--- src/hw/rtl/ga_ram.sv ---
// Generic single-write, single-read RAM with registered read data.
module ga_ram #(
	parameter int WIDTH = 8,
	parameter int DEPTH = 16
) (
	input  logic                     clk,
	input  logic                     we,
	input  logic [$clog2(DEPTH)-1:0] waddr,
	input  logic [WIDTH-1:0]         wdata,
	input  logic [$clog2(DEPTH)-1:0] raddr,
	output logic [WIDTH-1:0]         rdata
);
	logic [WIDTH-1:0] mem [DEPTH];

	always_ff @(posedge clk) begin
		if (we) mem[waddr] <= wdata;
		rdata <= mem[raddr];
	end
endmodule

--- config.mk ---
export PLATFORM = sky130hd
export DESIGN_NAME = ga_ram
export DESIGN_NICKNAME = d
export VERILOG_FILES = /design/src/hw/rtl/ga_ram.sv
export SDC_FILE = /design/constraint.sdc
export NUM_CORES = 1
export LEC_CHECK = 0
export BUFFER_PORTS_ARGS = -buffer_cell sky130_fd_sc_hd__buf_2
export CAP_MARGIN = 25
export CORE_AREA = 2 2 96 98
export CTS_CLUSTER_SIZE = 12
export DETAILED_ROUTE_END_ITERATION = 6
export DIE_AREA = 0 0 98 100
export PLACE_DENSITY = 0.79
export SYNTH_ARGS = -nofsm -noshare
export SYNTH_HDL_FRONTEND = slang
export SYNTH_SLANG_ARGS = --single-unit
--- constraint.sdc ---
create_clock -name clk -period 4.8 [get_ports clk]
set_clock_uncertainty 0.05 [all_clocks]
set_input_delay 0.24 -clock clk [delete_from_list [all_inputs] [get_ports clk]]
set_output_delay 0.24 -clock clk [all_outputs]
set_load 0.03 [all_outputs]
==> results of run 1 <==
[cell type report]
class                           instances  area [um2]
Tap cell                              111         139
Clock buffer                           20         445
Sequential cell                       136        4000
Timing Repair Buffer                   28         158
Multi-Input combinational cell         83        1070
Fill cell                             527        2880
Clock inverter                         12         198
[through the flow]
stage / hold WS (ps) / instances / utilization [%] / instance area, um2
2_1_floorplan: 289 / 229 / - / 5150
3_3_place_gp: 574 / 356 / 60.1 / 5340
3_5_place_dp: 587 / 357 / 60.2 / 5350
4_1_cts: 38.4 / 389 / 67.4 / 5990
5_1_grt: 48.0 / 390 / 67.6 / 6010
6_report: 53.9 / 390 / 67.6 / 6010
[path summary, 6_finish.rpt]
kind,to,from,cells past startpoint,slack [ps]
worst max-delay path,rdata[2],mem[2][2],3,3250
worst min-delay path,mem[5][3],wdata[3],1,50
worst max register to register,rdata[2],mem[2][2],3,3250
worst min register to register,rdata[1],mem[8][1],3,640
[worst reg2reg max path, stage by stage (launching register included)]
cell	delay, ps
edfxtp_1	400
mux4_1	550
a22oi_1	290
nand2_1	130
[per-layer routing]
| metal | wire [um] | vias up | share of wire [%] |
|---|---|---|---|
| li1 | - | 1046 | - |
| met1 | 4070 | 1273 | 40 |
| met2 | 5130 | 128 | 50 |
| met3 | 795 | 15 | 7.8 |
| met4 | 194 | 0 | 1.9 |
| met5 | 0 | - | 0 |
[power groups by stage]
stage / sequential [mW] / combinational, mW / clock (mW)
finish: 1.34 / 0.134 / 1.40
global route: 1.34 / 0.143 / 1.45
CTS: 1.34 / 0.133 / 1.40
detailed placement: 1.36 / 0.129 / 0
global placement: 1.36 / 0.126 / 0
floorplan: 1.37 / 0.0674 / 0
[cell usage in the layout (no fill, tap or decap)]
master and count:
edfxtp_1 128, buf_2 26, mux4_2 18, a22oi_1 16, clkbuf_16 16, mux4_1 14, nor2_1 13, nand2_1 9
dfxtp_1 8, bufinv_16 5, clkbuf_8 3, clkinv_2 3, nand3b_1 2, nor3_2 2, nand2b_1 2, nor3_1 2
clkinvlp_4 2, clkinv_4 2, nor2b_1 1, and2_1 1, and2b_1 1, nand3_1 1, or3b_2 1, clkbuf_1 1
buf_12 1, buf_4 1
[registers in the layout (all words and copies together), names as in the netlist]
register	count
mem	128
rdata	8
[cell families (layout without fill, tap and decap cells)]
logic type / after synthesis / in the layout / synth area share (%)
AO/OA/AOI/OAI: 16 / 16 / 2.33
buffers and inverters: 10 / 60 / 1.68
flip-flops: 136 / 136 / 77.8
multiplexers: 32 / 32 / 15.0
AND/OR/NAND/NOR: 35 / 35 / 3.18
[Yosys cell counts]
cell type	instances
edfxtp_1	128
mux4_2	18
a22oi_1	16
mux4_1	14
nor2_1	13
nand2_1	9
dfxtp_1	8
nor3_1	4
buf_2	3
buf_6	3
clkdlybuf4s25_2	3
nand2b_1	2
nand3b_1	2
and2_1	1
and2b_1	1
buf_4	1
nand3_1	1
nor2b_1	1
or3b_2	1
==> metrics.md, run 1 <==
| Metric | Value |
|---|---|
| Initial DRC count | `246` |
| Max Clock Freq | `645 MHz` |
| Pwr Density | `477 nW/um2` |
| Antenna diodes | `0` |
| Num ports | `26` |
| Net Switching | `567 uW` |
| Final min period | `1550 ps` |
| Slew Viols, Final | `0` |
| Layout Nets | `284` |
| Post-route ant nets | `0` |
| Die width | `98 um` |
| Crit Path Class | `reg2reg` |
| Delay-heaviest family, CP | `multiplexers` |
| Most Crowded Layer GR | `met2` |
| Leak Pwr | `2.03 nW` |
| Slowest CP cell | `mux4_1` |
| Clock Tree Buf Depth | `2` |
| Synth unique cells | `19` |
| Core Rows | `35` |
| CTS tree | `yes` |
| Startpoint Class | `register` |
| Clock insertion delay at the later pin of the skew report | `520 ps` |
| WP buf/inv | `0` |
| Total track usage | `22.5%` |
| Final TNS setup | `0 ps` |
| Seq cells post-synth | `136` |
| RSZ-0062 raised after global routing | `no` |
| Cell-internal power | `2.30 mW` |
| Dpl ws | `2540 ps` |
| Critical path capture point type | `register` |
| Synth top area share | `74.7%` |
| Slew Limit Headroom | `35.0%` |
| Worst Path Max Fanout | `1` |
| Largest net degree at the start of global routing | `33` |
| Met1 GRT Util | `30.1%` |
| First-pass GRT wire length | `15400 um` |
| WP data required | `5140 ps` |
| Setup ws final | `3250 ps` |
| Largest area contributor in the netlist | `edfxtp_1` |
| WP data arrival | `1890 ps` |
| Final Power | `2.87 mW` |
| Clock sinks | `136` |
| Met2 Track Usage GR | `35.0%` |
| Vias in the first global route | `2567` |
| Via/cell ratio | `6.31` |
| Synthesized area per cell | `22.5 um2` |
| Setup violators final | `0` |
| Placer Congestion | `0.764` |
| Hpwl dp | `5570 um` |
| Post-Syn Nets | `247` |
| Cell Area, Synth | `5150 um2` |
| Hold WC Path Type | `in2reg` |
| WL final | `10200 um` |
| Clock Pin Slew Worst Setup and Hold Paths | `60 ps` |
| DR pass1 iterations | `5` |
| Die H | `100 um` |
| Syn-to-layout area delta | `16.8%` |
| Synth warn | `0` |
| Hold_buf cts | `0` |
| Post-DR wirelength/cell | `26.1 um` |
| Fin. Hold Viols | `0` |
| Layout cells sized above 1 | `28.7%` |
| Worst slew pin tran | `971 ps` |
| Synth top area cells | `edfxtp_1 (75%), mux4_2 (7.9%), mux4_1 (7.1%)` |
| Core area | `8890 um2` |
| PortBufs | `25` |
| Sequential share of power | `46.6%` |
| Initial Util | `57.9%` |
| Mapped Cells | `229` |
| Status | `finished, final reports clean` |
| Post-cts sizing count | `0` |
| DRC violations left | `0` |
| Vias post-DR | `2462` |
| CP cell instances | `mux4_1 -> a22oi_1 -> nand2_1` |
| CTS buffer count | `17` |
| Max-Cap Viols | `0` |
| Root Buffer | `clkbuf_8` |
| Clock Power Share | `48.7%` |
| Htree depth | `4` |
| Register area share after synthesis | `77.8%` |
| Grt total ovfl | `0` |
| Antenna violations before repair | `0` |
| Combinational Power Share | `4.7%` |
| Postcts setup bufs | `0` |
| Final worst path period share | `32.3%` |
| Die footprint | `9800 um2` |
| Peak supply drop | `0.000338 V` |
| Met3 Use GR | `6.48%` |
| Sw Ratio | `19.8%` |
| Max stage delay on crit path | `550 ps` |
(Power assumes the default switching activity.)
==> run 2: changes to the inputs <==
--- a/config.mk
+++ b/config.mk
@@ -7,11 +7,11 @@
 export LEC_CHECK = 0
 export BUFFER_PORTS_ARGS = -buffer_cell sky130_fd_sc_hd__buf_2
 export CAP_MARGIN = 25
-export CORE_AREA = 2 2 96 98
+export CORE_AREA = 2 2 101 103
 export CTS_CLUSTER_SIZE = 12
 export DETAILED_ROUTE_END_ITERATION = 6
-export DIE_AREA = 0 0 98 100
-export PLACE_DENSITY = 0.79
+export DIE_AREA = 0 0 103 105
+export PLACE_DENSITY = 0.75
 export SYNTH_ARGS = -nofsm -noshare
 export SYNTH_HDL_FRONTEND = slang
 export SYNTH_SLANG_ARGS = --single-unit
==> constraint.sdc (replaced) <==
create_clock -name clk -period 1.4 [get_ports clk]
set_clock_uncertainty 0.05 [all_clocks]
set_input_delay 0.07 -clock clk [delete_from_list [all_inputs] [get_ports clk]]
set_output_delay 0.07 -clock clk [all_outputs]
set_load 0.03 [all_outputs]
==> metrics.md, run 2 (synthesis gave the netlist of run 1 again) <==
| Metric | Value |
|---|---|
| Status | `finished, final reports clean` |
| Commonest cells after routing, fill and taps aside | `edfxtp_1 (128), buf_2 (25), buf_4 (23), mux4_2 (20), clkbuf_16 (16)` |
| Postcts setup bufs | `0 (unchanged)` |
| Sequential share of power | `47.2% (+0.6 points)` |
| DRC violations left | `0 (unchanged)` |
| Initial Util | `53.4% (-4.5 points)` |
| Sw Ratio | `20.1% (+0.28 points)` |
| Final min period | `1360 ps (-187 ps)` |
| Antenna violations before repair | `0 (unchanged)` |
| Leak Pwr | `2.18 nW (+7.6%)` |
| Clock Pin Slew Worst Setup and Hold Paths | `60 ps (about the same)` |
| Grt total ovfl | `0 (unchanged)` |
| Die H | `105 um (+5.0%)` |
| Multi-input logic area | `1090 um2 (+2.1%)` |
| First-pass GRT wire length | `15600 um (+1.4%)` |
| Via/cell ratio | `5.66 (-10%)` |
| Root Buffer | `clkbuf_8` |
| Cell-internal power | `7.76 mW (+240%)` |
| Setup violators final | `0 (unchanged)` |
| Num ports | `26 (unchanged)` |
| WL final | `10200 um (+0.22%)` |
| Register area | `4000 um2 (unchanged)` |
| Combinational Power Share | `5.4% (+0.7 points)` |
| DR pass1 iterations | `4 (-1)` |
| Post-DR wirelength/cell | `23.0 um (-12%)` |
| Max stage delay on crit path | `490 ps (-60 ps)` |
| Most Crowded Layer GR | `met2` |
| Die footprint | `10800 um2 (+10%)` |
| Syn-to-layout area delta | `23.1%` |
| Met1 GRT Util | `30.3% (+0.21 points)` |
| PortBufs | `25 (unchanged)` |
| Die width | `103 um (+5.1%)` |
| Max-Cap Viols | `0 (unchanged)` |
| Core Rows | `36 (+2.9%)` |
| Fin. Hold Viols | `0 (unchanged)` |
| Vias in the first global route | `2634 (+2.6%)` |
| Met3 Use GR | `5.89% (-0.59 points)` |
| Met2 Track Usage GR | `31.8% (-3.3 points)` |
| Max Clock Freq | `734 MHz (+14%)` |
| Clock sinks | `136 (unchanged)` |
| Largest reg by FF count | `mem` |
| Hold WC Path Type | `in2reg` |
| CP cell instances | `mux4_2 -> a22oi_2 -> nand2_1` |
| Startpoint Class | `register` |
| Hold Slack | `18.4 ps (-35.5 ps)` |
| Max reg flops | `128 (unchanged)` |
| Layout cells sized above 1 | `35.7% (+7.0 points)` |
| Total track usage | `21.2% (-1.3 points)` |
| Largest net degree at the start of global routing | `21 (-36%)` |
| Initial DRC count | `184 (-25%)` |
| Vias post-DR | `2512 (+2.0%)` |
| WP data required | `1750 ps (-3390 ps)` |
| Net Switching | `1.95 mW (+240%)` |
| Critical path capture point type | `register` |
| Htree depth | `4 (unchanged)` |
| Commonest non-fill, non-tap cell in the layout | `edfxtp_1` |
| Post-route ant nets | `0 (unchanged)` |
| Pwr Density | `1530 nW/um2 (+220%)` |
| Worst slew pin tran | `896 ps (-75.1 ps)` |
| Slowest CP cell | `mux4_2` |
| Layout Nets | `316 (+11%)` |
| Slew Viols, Final | `0 (unchanged)` |
| Top flop regs | `mem x128, rdata x8` |
| Placer Congestion | `0.731 (-4.3%)` |
| Antenna diodes | `0 (unchanged)` |
| Clock Tree Buf Depth | `2 (unchanged)` |
| CTS buffer count | `17 (unchanged)` |
| Delay-heaviest family, CP | `multiplexers` |
| WP data arrival | `1710 ps (-180 ps)` |
| Peak supply drop | `0.000937 V (+180%)` |
| WP buf/inv | `0 (unchanged)` |
| Hpwl dp | `5960 um (+6.9%)` |
| Filler cells | `652 (+24%)` |
| Crit Path Class | `reg2reg` |
| Worst Path Max Fanout | `1 (unchanged)` |
| Final worst path period share | `97.4% (+65 points)` |
| Clock insertion delay at the later pin of the skew report | `530 ps (about the same)` |
| Core area | `9640 um2 (+8.4%)` |
| CTS tree | `yes` |
| Clock Power Share | `47.4% (-1.3 points)` |
| Slew Limit Headroom | `40.1% (+5.1 points)` |
| Final TNS setup | `0 ps (unchanged)` |
==> run 2: cell count changes in the layout (fill, tap and decap cells not counted), sizes merged <==
cell	change
dlygate4sd3	+8
clkinv	+1
buf	+24
bufinv	-1
==> run 2: final cells by class <==
class,instances,share of cell area [%]
repair buffers,60,7.22
flip-flops and latches,136,63.2
well taps,133,2.63
multi-input cells,83,17.2
clock buffers,20,7.03
clock inverters,12,2.76
==> run 2: path summary, 6_finish.rpt <==
kind,slack (ps),start,cells after the start,to
max,40,mem[8][2],3,rdata[2]
min,20,waddr[0],3,mem[0][4]
max reg2reg,40,mem[8][2],3,rdata[2]
min reg2reg,620,mem[15][3],3,rdata[3]
==> run 2: stage by stage <==
step / power [mW] / std cells / setup WS, ps / utilization (%) / instance area [um2]
after floorplan: 4.94 / 229 / 13.9 / - / 5150
after global placement: 5.14 / 404 / -167 / 58.2 / 5610
after detailed placement: 5.16 / 404 / -177 / 58.2 / 5610
after CTS: 9.76 / 444 / 10.3 / 65.6 / 6320
after global routing: 10.0 / 444 / -17.8 / 65.8 / 6340
final: 9.70 / 444 / 37.0 / 65.8 / 6340
==> run 2: routing by layer <==
layer / wire length, um / up-vias
li1: - / 1108
met1: 4310 / 1309
met2: 5100 / 75
met3: 593 / 20
met4: 212 / 0
met5: 0 / -
==> run 2: worst min-delay path, delay by kind of cell <==
| family | cells | cell delay (ps) |
|---|---|---|
| AND/OR/NAND/NOR | 1 | 70 |
| buffers and inverters | 2 | 290 |
==> run 2: power groups by stage <==
| stage | logic [mW] | clock network, mW | registers (mW) |
|---|---|---|---|
| 2_1_floorplan | 0.231 | 0 | 4.71 |
| 3_3_place_gp | 0.476 | 0 | 4.66 |
| 3_5_place_dp | 0.492 | 0 | 4.67 |
| 4_1_cts | 0.522 | 4.66 | 4.59 |
| 5_1_grt | 0.566 | 4.84 | 4.59 |
| 6_report | 0.523 | 4.60 | 4.58 |
==> run 2: repair_timing <==
action | 4_1_cts | 5_1_grt
pin swaps | 0 | 4
hold buffers | 8 | 0
endpoints found under the setup margin | 3 | 5
resized for setup | 4 | 5
cloned | 0 | 0
hold endpoints to repair | 128 | 0
