**src/hw/rtl/ga_pkg.sv**
```systemverilog
// Shared constants, types and helper functions of the grid A* planner.
package ga_pkg;

	// Grid geometry: the 6-bit cell fields fix a 64 x 64 store.
	localparam int CW         = 6;
	localparam int MAX_WIDTH  = 1 << CW;
	localparam int MAX_HEIGHT = 1 << CW;
	localparam int CELL_W     = 2 * CW;
	localparam int CELLS      = MAX_WIDTH * MAX_HEIGHT;
	localparam int DIM_W      = CW + 1;
	localparam int PLEN_W     = CELL_W + 1;
	localparam int CFG_W      = 7;

	// Fixed-point costs.
	localparam int FRAC_BITS  = 8;
	localparam int COST_W     = 21;
	localparam int ENT_W      = COST_W + CELL_W;
	localparam logic [COST_W-1:0] COST_INF = {COST_W{1'b1}};

	// Square-root unit sizing.
	localparam int SUMSQ_W = 2 * CW + 1;
	localparam int RAD_W   = ((SUMSQ_W + 2 * FRAC_BITS + 1) / 2) * 2;
	localparam int ROOT_W  = RAD_W / 2;
	localparam int ITER_W  = $clog2(ROOT_W);

	localparam int HEAP_DEPTH_DEF = 4096;

	function automatic logic [31:0] isqrt_const(longint unsigned v);
		longint unsigned r;
		longint unsigned b;
		longint unsigned x;
		r = 0;
		b = 64'd1 << 62;
		x = v;
		while (b > x) b = b >> 2;
		while (b != 0) begin
			if (x >= r + b) begin
				x = x - (r + b);
				r = (r >> 1) + b;
			end else begin
				r = r >> 1;
			end
			b = b >> 2;
		end
		return r[31:0];
	endfunction

	localparam logic [31:0] STRAIGHT_COST = 32'd1 << FRAC_BITS;
	localparam logic [31:0] DIAG_COST     = isqrt_const(64'd2 << (2 * FRAC_BITS));

	// Opcodes, status codes, register indexes, cell classes.
	localparam logic [1:0] OP_WRITE = 2'd0;
	localparam logic [1:0] OP_PLAN  = 2'd1;
	localparam logic [1:0] OP_READ  = 2'd2;
	localparam logic [1:0] OP_NOP   = 2'd3;

	localparam logic [1:0] ST_OK       = 2'd0;
	localparam logic [1:0] ST_NOPATH   = 2'd1;
	localparam logic [1:0] ST_BLOCKED  = 2'd2;
	localparam logic [1:0] ST_OVERFLOW = 2'd3;

	localparam logic [1:0] REG_GRID_WIDTH  = 2'd0;
	localparam logic [1:0] REG_GRID_HEIGHT = 2'd1;
	localparam logic [1:0] REG_ALLOW_DIAG  = 2'd2;
	localparam logic [1:0] REG_ALLOW_UNK   = 2'd3;

	localparam logic [1:0] CLASS_FREE    = 2'd0;
	localparam logic [1:0] CLASS_UNKNOWN = 2'd2;

	// Neighbour offsets: four straight moves, then four diagonals.
	localparam logic signed [1:0] STEP_DX [8] = '{2'sd1, -2'sd1, 2'sd0, 2'sd0,
		2'sd1, 2'sd1, -2'sd1, -2'sd1};
	localparam logic signed [1:0] STEP_DY [8] = '{2'sd0, 2'sd0, 2'sd1, -2'sd1,
		2'sd1, -2'sd1, 2'sd1, -2'sd1};

	typedef struct packed {
		logic          start;
		logic [CW-1:0] dx;
		logic [CW-1:0] dy;
	} sq_req_t;

	typedef struct packed {
		logic              done;
		logic [ROOT_W-1:0] root;
	} sq_rsp_t;

	function automatic logic passable(logic [1:0] c, logic unk);
		return (c == CLASS_FREE) || ((c == CLASS_UNKNOWN) && unk);
	endfunction

	// Heap order: f first, then cell index.
	function automatic logic ent_less(logic [ENT_W-1:0] a, logic [ENT_W-1:0] b);
		return a < b;
	endfunction

endpackage

```
**src/hw/rtl/ga_isqrt.sv**
```systemverilog
// Bit-serial integer square root of (dx^2 + dy^2) scaled by the cost fraction.
module ga_isqrt (
	input  logic            clk,
	input  logic            arst_n,
	input  ga_pkg::sq_req_t req,
	output ga_pkg::sq_rsp_t rsp
);
	import ga_pkg::*;

	logic [RAD_W-1:0]   v_q, r_q, bit_q;
	logic [ITER_W-1:0]  it_q;
	logic               busy_q, done_q;
	logic [RAD_W-1:0]   trial;
	logic [SUMSQ_W-1:0] sumsq;

	always_comb begin
		trial = r_q + bit_q;
		sumsq = SUMSQ_W'(req.dx) * SUMSQ_W'(req.dx) + SUMSQ_W'(req.dy) * SUMSQ_W'(req.dy);
	end

	always_ff @(posedge clk or negedge arst_n) begin
		if (!arst_n) begin
			v_q    <= '0;
			r_q    <= '0;
			bit_q  <= '0;
			it_q   <= '0;
			busy_q <= 1'b0;
			done_q <= 1'b0;
		end else begin
			done_q <= 1'b0;
			if (req.start) begin
				busy_q <= 1'b1;
				it_q   <= '0;
				v_q    <= RAD_W'(sumsq) << (2 * FRAC_BITS);
				r_q    <= '0;
				bit_q  <= RAD_W'(1) << (RAD_W - 2);
			end else if (busy_q) begin
				if (v_q >= trial) begin
					v_q <= v_q - trial;
					r_q <= (r_q >> 1) + bit_q;
				end else begin
					r_q <= r_q >> 1;
				end
				bit_q <= bit_q >> 2;
				if (it_q == ITER_W'(ROOT_W - 1)) begin
					busy_q <= 1'b0;
					done_q <= 1'b1;
				end else begin
					it_q <= it_q + ITER_W'(1);
				end
			end
		end
	end

	assign rsp.done = done_q;
	assign rsp.root = r_q[ROOT_W-1:0];
endmodule

```
**config.mk**
```make
export PLATFORM = sky130hd
export DESIGN_NAME = ga_isqrt
export DESIGN_NICKNAME = d
export VERILOG_FILES = /design/src/hw/rtl/ga_pkg.sv /design/src/hw/rtl/ga_isqrt.sv
export SDC_FILE = /design/constraint.sdc
export NUM_CORES = 1
export LEC_CHECK = 0
export BUFFER_PORTS_ARGS = -buffer_cell sky130_fd_sc_hd__clkbuf_2
export CAP_MARGIN = 30
export CORE_MARGIN = 2
export CORE_UTILIZATION = 55
export DETAILED_ROUTE_END_ITERATION = 6
export PLACE_DENSITY = 0.81
export RECOVER_POWER = 50
export SLEW_MARGIN = 30
export SYNTH_ARGS = -nofsm -noshare
export SYNTH_HDL_FRONTEND = slang
export SYNTH_SLANG_ARGS = --single-unit
```
**constraint.sdc**
```tcl
create_clock -name clk -period 12.1 [get_ports clk]
set_clock_uncertainty 0.1 [all_clocks]
set_input_delay 0.605 -clock clk [delete_from_list [all_inputs] [get_ports clk]]
set_output_delay 0.605 -clock clk [all_outputs]
set_load 0.01 [all_outputs]
```
==> reports/results.txt, run 1 <==
RSZ-0062 raised after global routing - no
via count - 7386
CP max FO - 22
total negative slack - 0 ns
LEAKAGE - 4.30 nW
hold_buf cts - 0
grt ovf - 0
share of flip-flops with an asynchronous set or reset - 100%
synthesized cell area - 0.00861 mm2
# rows - 45
clock-pin slew on the worst setup and hold paths - 0.06 ns
Setup CP Type - reg2reg
violated checks - capacitance limit, slew limit
Yosys warnings - 0
Tightest Hold Check Type - reg2reg
crit path time final - 5.83 ns
detailed-route wire length per cell - 15.4 um
reg2reg start - r_q[0]$_DFFE_PN0P_
IO Pins - 31
Setup Buffers After CTS - 0
Final Max Tran Viols - 165
Critical Path Start - r_q[0]$_DFFE_PN0P_
final setup vio count - 0
final WL - 19200 um
TritonRoute pass-1 iters - 5
final hold vios - 0
M1 wire length - 8690 um
met2 WL - 9400 um
Post-synth EDFFs - 0
tightest hold margin - 0.433 ns
Initial Util - 56.4%
first-pass GRT wire length - 32500 um
met3 routed WL - 763 um
Slew @ Worst Pin - 3.67 ns
Syn-to-layout area delta - 5.25%
run status - finished, violations left
Pwr per Cell Area - 223 mW/mm2
CP Data Arrival Time - 5.92 ns
GRT Total Usage - 24.0%
Buffers on Ports - 30
cells after synthesis - 1043
PostCTS Resize Cnt - 0
Routability Congestion - 0.915
clk sinks - 81
Vias/cell - 5.92
Peak supply drop - 0.215 mV
Achievable Freq - 0.172 GHz
fin crit share - 48.2%
CORE AREA - 0.0153 mm2
post-DP HPWL - 14100 um
Seq/Total Area, Yosys - 23.5%
chip height - 129 um
largest net degree at the start of global routing - 81
Worst Hold Launch - v_q[15]$_DFFE_PN0P_
CTS tree - yes
Synth Net Count - 1184
Antenna diodes - 0
post-synthesis area per instance - 8.25 um2
DR top layer - met4
htree depth - 3
Iter 0 DRT Violations - 442
Bufs on Longest Clock Path - 2
clk_lat worst skew - 0.36 ns
clock root buffer - clkbuf_16
max_cap viols - 3
Antenna Nets Post-Route - 0
slew margin rel. - -144%
proportion of layout cells with a drive suffix above 1 - 5.98%
number of global-route vias before repair - 6933
Data required, critical path - 12.19 ns
post-layout net count - 1173
number of buffers created by CTS - 9
number of distinct library cells after synthesis - 61
FF+latch count, synth - 81
initial antenna violation count - 0
CP Launch Type - flop
Remaining DRCs - 0
die area - 0.0167 mm2
Die Span X - 129 um
top_reg_cell synth - dfrtp_1
Setup crit end kind - flop
==> power by group <==
group | switching, W | total [W] | leakage (nW) | internal [W]
Combinational | 0.000801 | 0.00135 | 3.09 | 0.000551
Clock | 0.000118 | 0.000275 | 0.138 | 0.000156
Sequential | 0.0000586 | 0.000390 | 1.07 | 0.000331
Total | 0.000978 | 0.00202 | 4.30 | 0.00104
==> synthesized netlist by cell type (22+ instances only) <==
master	instances	area (um2)
a21o_1	22	165
a21oi_1	73	365
a31oi_1	27	169
and2_1	23	144
clkbuf_1	28	105
dfrtp_1	81	2030
fa_1	36	721
ha_1	90	1130
inv_1	85	319
nand2_1	126	473
nor2_1	93	349
o21ai_0	48	240
xnor2_1	34	298
xor2_1	39	342
==> critical path, stage by stage, from the launching register on <==
cell and delay, ns:
dfrtp_1 0.41, ha_1 0.25, ha_1 0.22, a21o_1 0.18, a31oi_1 0.29, o31ai_1 0.15, a21oi_1 0.33, o21ai_0 0.20
a31o_2 0.28, and3_1 0.20, o21ai_0 0.19, xor2_1 0.24, ha_1 0.33, and3_1 0.26, a221o_1 0.36, a221oi_2 0.32
nand2_1 0.62, nand2_1 0.28, nor3_1 0.06, a2111oi_0 0.38
==> worst paths after layout <==
| kind | to | slack (ns) | depth (start not counted) |
|---|---|---|---|
| worst max-delay path | r_q[25]$_DFFE_PN0P_ | 6.27 | 19 |
| worst min-delay path | v_q[15]$_DFFE_PN0P_ | 0.43 | 2 |
| worst max register to register | r_q[25]$_DFFE_PN0P_ | 6.27 | 19 |
| worst min register to register | v_q[15]$_DFFE_PN0P_ | 0.43 | 2 |
| max in group asynchronous | busy_q$_DFF_PN0_ | 7.70 | 2 |
| min in group asynchronous | v_q[3]$_DFFE_PN0P_ | 0.55 | 1 |
==> metal layers <==
layer / vias to the layer above / GRT usage (%)
met2: 177 / 41.0
li1: 3622 / -
met1: 3555 / 31.6
met3: 32 / 3.63
met5: - / 0
met4: 0 / 7.86
==> registers in the layout (all words and copies together), names as in the netlist <==
register,count
it_q,4
done_q,1
bit_q,15
v_q,30
busy_q,1
r_q,30
==> cell type report <==
class                   instances  area, um2
flip-flops and latches         81       2030
fillers                      1348       6200
inverters                      86        323
clock inverters                 3       23.8
well taps                     211        264
multi-input cells             820       5980
repair buffers                 34        169
clock buffers                  13        270
==> cell families (layout without fill, tap and decap cells) <==
kind of cell	after synthesis	after routing	synth area share, %
and+or+nand+nor	328	328	17.3
AOI/OAI and AO/OA	275	275	21.1
buffers and inverters	142	136	7.04
adders and majority gates	126	126	21.5
DFF	81	81	23.5
xor gates and xnor gates	73	73	7.43
muxes	18	18	2.09
==> per-stage QoR <==
stage	util, %	instances	total power, W	cell area [um2]	setup WS (ns)
after floorplan	-	1043	0.00147	8610	6.79
after global placement	57.5	1232	0.00169	8770	6.39
after detailed placement	57.5	1232	0.00172	8780	6.37
after CTS	59.5	1248	0.00201	9070	6.45
after global routing	59.4	1248	0.00220	9060	5.86
final	59.4	1248	0.00202	9060	6.27
==> placed cells by master (no fill, tap or decap), types with 4 or more instances in the layout <==
master,instances
nand2_1,126
nor2_1,93
ha_1,90
inv_1,85
dfrtp_1,80
a21oi_1,73
o21ai_0,48
xor2_1,39
fa_1,36
xnor2_1,34
a31oi_1,27
clkbuf_2,27
and2_1,23
a21o_1,21
mux2i_1,18
a311oi_1,16
nor2b_1,16
a211oi_1,14
o211ai_1,13
or3_1,13
nor3_1,12
nand3_1,11
o21bai_1,10
nand4_1,9
clkbuf_16,9
o21a_1,7
nand2b_1,6
clkbuf_1,6
a221oi_1,5
and4_1,4
o31ai_1,4
(Power assumes the default switching activity.)
==> run 2: changes to the inputs <==
- ABC_AREA: unset -> 1
- clock period: 12.1 -> 5.6 ns (I/O delays scaled with it)
==> reports/results.txt, run 2 <==
run status - finished, violations left
violated checks - capacitance limit, slew limit
most frequent cells in the layout - nand2_1 (615), inv_1 (316), nand3_1 (149)
Tightest Hold Check Type - reg2reg
Setup CP Type - reg2reg
Antenna Nets Post-Route - 0
Data required, critical path - 5.80 ns
IO Pins - 31
GRT Total Usage - 29.3%
clk_lat worst skew - 0.36 ns
most frequent CP cell - nand2_1
clock-pin slew on the worst setup and hold paths - 0.07 ns
Peak supply drop - 0.221 mV
top_reg_cell synth - dfrtp_1
worst stage delay on the critical path - 0.47 ns
# rows - 50
CP max FO - 31
Hold Path Stages - 2
clk sinks - 81
LEAKAGE - 6.24 nW
Slew @ Worst Pin - 3.78 ns
chip height - 142 um
TritonRoute pass-1 iters - 6
Routability Congestion - 0.968
Iter 0 DRT Violations - 909
CP Launch Type - flop
FF+latch count, synth - 81
slew margin rel. - -152%
initial antenna violation count - 0
number of global-route vias before repair - 9839
share of flip-flops with an asynchronous set or reset - 100%
cell taking the most area after synthesis - nand2_1
die area - 0.0202 mm2
Remaining DRCs - 0
met1 GRT Util - 40.6%
layer with the highest usage - met2
Initial Util - 56.2%
CTS tree - yes
dpl ws - 0.663 ns
max_cap viols - 1
proportion of layout cells with a drive suffix above 1 - 3.57%
total negative slack - 0 ns
filler instances - 1850
Vias/cell - 5.40
Syn-to-layout area delta - 4.82%
most common cell after layout, fill and taps aside - nand2_1
top cells by area, synth - nand2_1 (22%), dfrtp_1 (19%), inv_1 (11%)
final core utilization - 58.9%
Bufs on Longest Clock Path - 2
RSZ-0062 raised after global routing - no
cells after synthesis - 1704
Die Span X - 142 um
final hold vios - 0
top cells by count, synth - nand2_1 (615), inv_1 (317), nand3_1 (149)
PostCTS Resize Cnt - 0
Buffers on Ports - 30
synthesized cell area - 0.0105 mm2
Post-synth EDFFs - 0
largest net degree at the start of global routing - 82
post-layout net count - 1846
detailed-route wire length per cell - 14.6 um
top cell type's share of synthesized area - 22.0%
Yosys warnings - 0
Slowest cell on crit path - dfrtp_1
first-pass GRT wire length - 47900 um
met2 usage - 48.6%
final WL - 28400 um
Final Max Tran Viols - 82
number of buffers created by CTS - 9
clock root buffer - clkbuf_16
fin crit share - 85.6%
number of distinct library cells after synthesis - 36
CORE AREA - 0.0187 mm2
CP Data Arrival Time - 4.99 ns
PnR worst setup slack - 0.808 ns
Achievable Freq - 0.209 GHz
post-synthesis area per instance - 6.17 um2
grt ovf - 0
Seq/Total Area, Yosys - 19.3%
final setup vio count - 0
Antenna diodes - 0
Largest regs - r_q x30, v_q x30, bit_q x15
GR Layer Usage met3 - 3.47%
Setup crit end kind - flop
Pwr per Cell Area - 492 mW/mm2
crit path time final - 4.79 ns
post-DP HPWL - 22400 um
Register-to-Register Path Depth - 26
htree depth - 3
via count - 10502
most frequent cell after synthesis - nand2_1
Synth Net Count - 1845
-- run 2: cell types whose count changed after synthesis, sizes merged, moves of 20 or more --
cell / delta
a21oi: -20
nand2: +493
nand3: +140
inv: +234
and2: -20
a31oi: -26
-- run 2: per-layer routing --
metal	up-vias	part of all wire, %
li1	5279	-
met1	4795	46
met2	386	46
met3	42	6.7
met4	0	1.6
met5	-	0
-- run 2: power by group --
part | switching (W) | internal [W]
clock | 0.000296 | 0.000356
combinational | 0.00253 | 0.00131
sequential | 0.000191 | 0.000744
total | 0.00301 | 0.00241
-- run 2: cells by family after synthesis --
| family | count (synthesis) | synth area share (%) |
|---|---|---|
| AO/OA/AOI/OAI | 138 | 7.01 |
| XOR/XNOR | 57 | 4.75 |
| adder cells (fa/ha/maj) | 126 | 17.6 |
| buffers and inverters | 366 | 14.3 |
| flip-flops | 81 | 19.3 |
| AND/OR/NAND/NOR | 936 | 37.1 |
-- run 2: worst max-delay path: cells and delay by family (launching register included) --
| family | cells | cell delay, ns |
|---|---|---|
| fa+ha+maj | 2 | 0.77 |
| flops | 1 | 0.47 |
| buf+inv | 4 | 0.93 |
| compound gates | 3 | 0.56 |
| simple gates | 17 | 1.86 |
-- run 2: repair_timing --
action / 4_1_cts / 5_1_grt
hold endpoints to repair: 81 / 0
setup buffers: 0 / 0
hold buffers: 1 / 0
-- run 2: final cells by class --
type	count	area, um2	area share (%)
flip-flops and latches	81	2030	18.4
multi-input cells	1257	6980	63.4
clock buffers	9	225	2.04
clock inverters	7	83.8	0.761
repair buffers	37	206	1.87
inverters	319	1200	10.9
well taps	234	293	2.66
-- run 2: metrics by stage --
step                      hold slack (ns)  instances  instance area [um2]  power, W
after floorplan                    -0.116       1704                10500   0.00392
after global placement              0.361       1926                10700   0.00461
after detailed placement            0.295       1926                10700   0.00471
after CTS                           0.349       1943                11000   0.00538
after global routing                0.406       1944                11000   0.00602
final                               0.383       1944                11000   0.00542
-- run 2: final timing paths --
path                                  endpoint                 from  slack (ns)
max                        v_q[11]$_DFFE_PN0P_  r_q[10]$_DFFE_PN0P_        0.81
min                         v_q[5]$_DFFE_PN0P_   v_q[5]$_DFFE_PN0P_        0.38
max reg2reg                v_q[11]$_DFFE_PN0P_  r_q[10]$_DFFE_PN0P_        0.81
min reg2reg                 v_q[5]$_DFFE_PN0P_   v_q[5]$_DFFE_PN0P_        0.38
max in group asynchronous  v_q[19]$_DFFE_PN0P_               arst_n        1.41
min in group asynchronous   v_q[1]$_DFFE_PN0P_               arst_n        1.81
==> run 3: changes to the inputs <==
- MAX_ROUTING_LAYER: unset -> met4
==> reports/results.txt, run 3 (synthesis gave the netlist of run 2 again) <==
final setup vio count - 0
run status - finished, violations left
number of buffers created by CTS - 9
chip height - 142 um
Setup Buffers After CTS - 0
final hold vios - 0
Routability Congestion - 1.01
register area - 0.00203 mm2
Achievable Freq - 0.219 GHz
Slew @ Worst Pin - 1.82 ns
initial antenna violation count - 0
Antenna Nets Post-Route - 0
number of global-route vias before repair - 9885
Antenna diodes - 0
post-layout net count - 1847
CTS tree - yes
Bufs on Longest Clock Path - 2
htree depth - 3
GRT Total Usage - 30.1%
fin crit share - 81.5%
CP max FO - 28
post-DP HPWL - 22700 um
slew margin rel. - -21.5%
Setup crit end kind - flop
via count - 10448
PnR worst setup slack - 1.04 ns
crit path time final - 4.56 ns
area of the multi-input gates - 0.00698 mm2
flop2flop setup slack - 1.04 ns
LEAKAGE - 6.21 nW
clock-pin slew on the worst setup and hold paths - 0.07 ns
detailed-route wire length per cell - 14.6 um
Syn-to-layout area delta - 4.68%
violated checks - capacitance limit, slew limit
Pwr per Cell Area - 490 mW/mm2
clk_lat worst skew - 0.36 ns
dpl ws - 0.721 ns
CORE AREA - 0.0187 mm2
filler instances - 1827
proportion of layout cells with a drive suffix above 1 - 3.10%
TritonRoute pass-1 iters - 5
Remaining DRCs - 0
Peak supply drop - 0.238 mV
CP Launch Type - flop
clock root buffer - clkbuf_16
Largest regs - r_q x30, v_q x30, bit_q x15
final core utilization - 58.8%
Die Span X - 142 um
Final Max Tran Viols - 32
most frequent cells in the layout - nand2_1 (615), inv_1 (316), nand3_1 (149)
Setup CP Type - reg2reg
Data required, critical path - 5.80 ns
Buffers on Ports - 30
max_cap viols - 1
Initial Util - 56.2%
largest net degree at the start of global routing - 52
Iter 0 DRT Violations - 922
first-pass GRT wire length - 47500 um
# rows - 50
Vias/cell - 5.37
RSZ-0062 raised after global routing - no
total negative slack - 0 ns
Tightest Hold Check Type - reg2reg
clk sinks - 81
CP Data Arrival Time - 4.76 ns
final WL - 28500 um
IO Pins - 31
grt ovf - 0
PostCTS Resize Cnt - 0
most common cell after layout, fill and taps aside - nand2_1
hold_buf cts - 1
die area - 0.0202 mm2
-- run 3: changes by cell type in the layout (fill, tap and decap cells not counted) --
cell | previous run | this run
buf_8 | 1 | 0
inv_6 | 4 | 2
dlygate4sd2_1 | 1 | 0
clkbuf_1 | 8 | 18
inv_8 | 1 | 0
clkbuf_2 | 21 | 13
clkinvlp_4 | 1 | 0
clkinv_4 | 0 | 3
clkbuf_8 | 0 | 1
buf_4 | 5 | 6
-- run 3: layer usage --
metal | track usage [%] | up-vias | part of all wire, %
met5 | - | - | 0
met4 | 9.00 | 0 | 2.2
met3 | 3.16 | 46 | 5.4
met2 | 48.5 | 338 | 45
met1 | 40.2 | 4793 | 47
li1 | - | 5271 | -
-- run 3: layout make-up --
type | instances | share of cell area, %
clock buffer | 10 | 2.17
clock inverter | 6 | 0.671
inverter | 319 | 10.9
multi-input combinational | 1257 | 63.5
sequential | 81 | 18.4
tap | 234 | 2.66
timing repair buffer | 38 | 1.71
-- run 3: path summary, 6_finish.rpt --
| check | from | cells past startpoint | endpoint |
|---|---|---|---|
| worst max-delay path | r_q[10]$_DFFE_PN0P_ | 26 | v_q[27]$_DFFE_PN0P_ |
| worst min-delay path | v_q[22]$_DFFE_PN0P_ | 2 | v_q[22]$_DFFE_PN0P_ |
| worst max register to register | r_q[10]$_DFFE_PN0P_ | 26 | v_q[27]$_DFFE_PN0P_ |
| worst min register to register | v_q[22]$_DFFE_PN0P_ | 2 | v_q[22]$_DFFE_PN0P_ |
| max in group asynchronous | arst_n | 3 | bit_q[22]$_DFFE_PN0P_ |
| min in group asynchronous | arst_n | 2 | v_q[1]$_DFFE_PN0P_ |
-- run 3: stage by stage --
step           hold WS [ns]  area, um2  cells  total power [W]
2_1_floorplan        -0.116      10500   1704          0.00392
5_1_grt               0.407      11000   1945          0.00599
6_report              0.384      11000   1945          0.00539
4_1_cts               0.314      11000   1945          0.00538
3_3_place_gp          0.145      10700   1928          0.00463
3_5_place_dp          0.152      10700   1928          0.00471
-- run 3: worst max-delay path, cell delays in order (launching register included) --
cell	delay [ns]
dfrtp_1	0.48
ha_1	0.41
nand2_1	0.10
o21ai_0	0.30
inv_1	0.10
nor2_1	0.17
a21oi_1	0.07
o21ai_0	0.19
nand2_1	0.09
nand2_1	0.14
nand2_1	0.08
nand3_1	0.07
nand2_1	0.06
ha_1	0.34
nand2_1	0.18
inv_1	0.12
nand2_1	0.08
nand2_1	0.04
a21oi_1	0.19
nand2_1	0.10
nor2_2	0.20
nand2_4	0.11
nand2_4	0.10
nand2_8	0.11
inv_4	0.32
nand2_1	0.12
nand2_1	0.09
-- run 3: report_power, final --
group	internal [W]	switching, W	total (W)
registers	0.000744	0.000184	0.000928
clock network	0.000364	0.000281	0.000644
logic	0.00130	0.00252	0.00382
total	0.00241	0.00299	0.00539
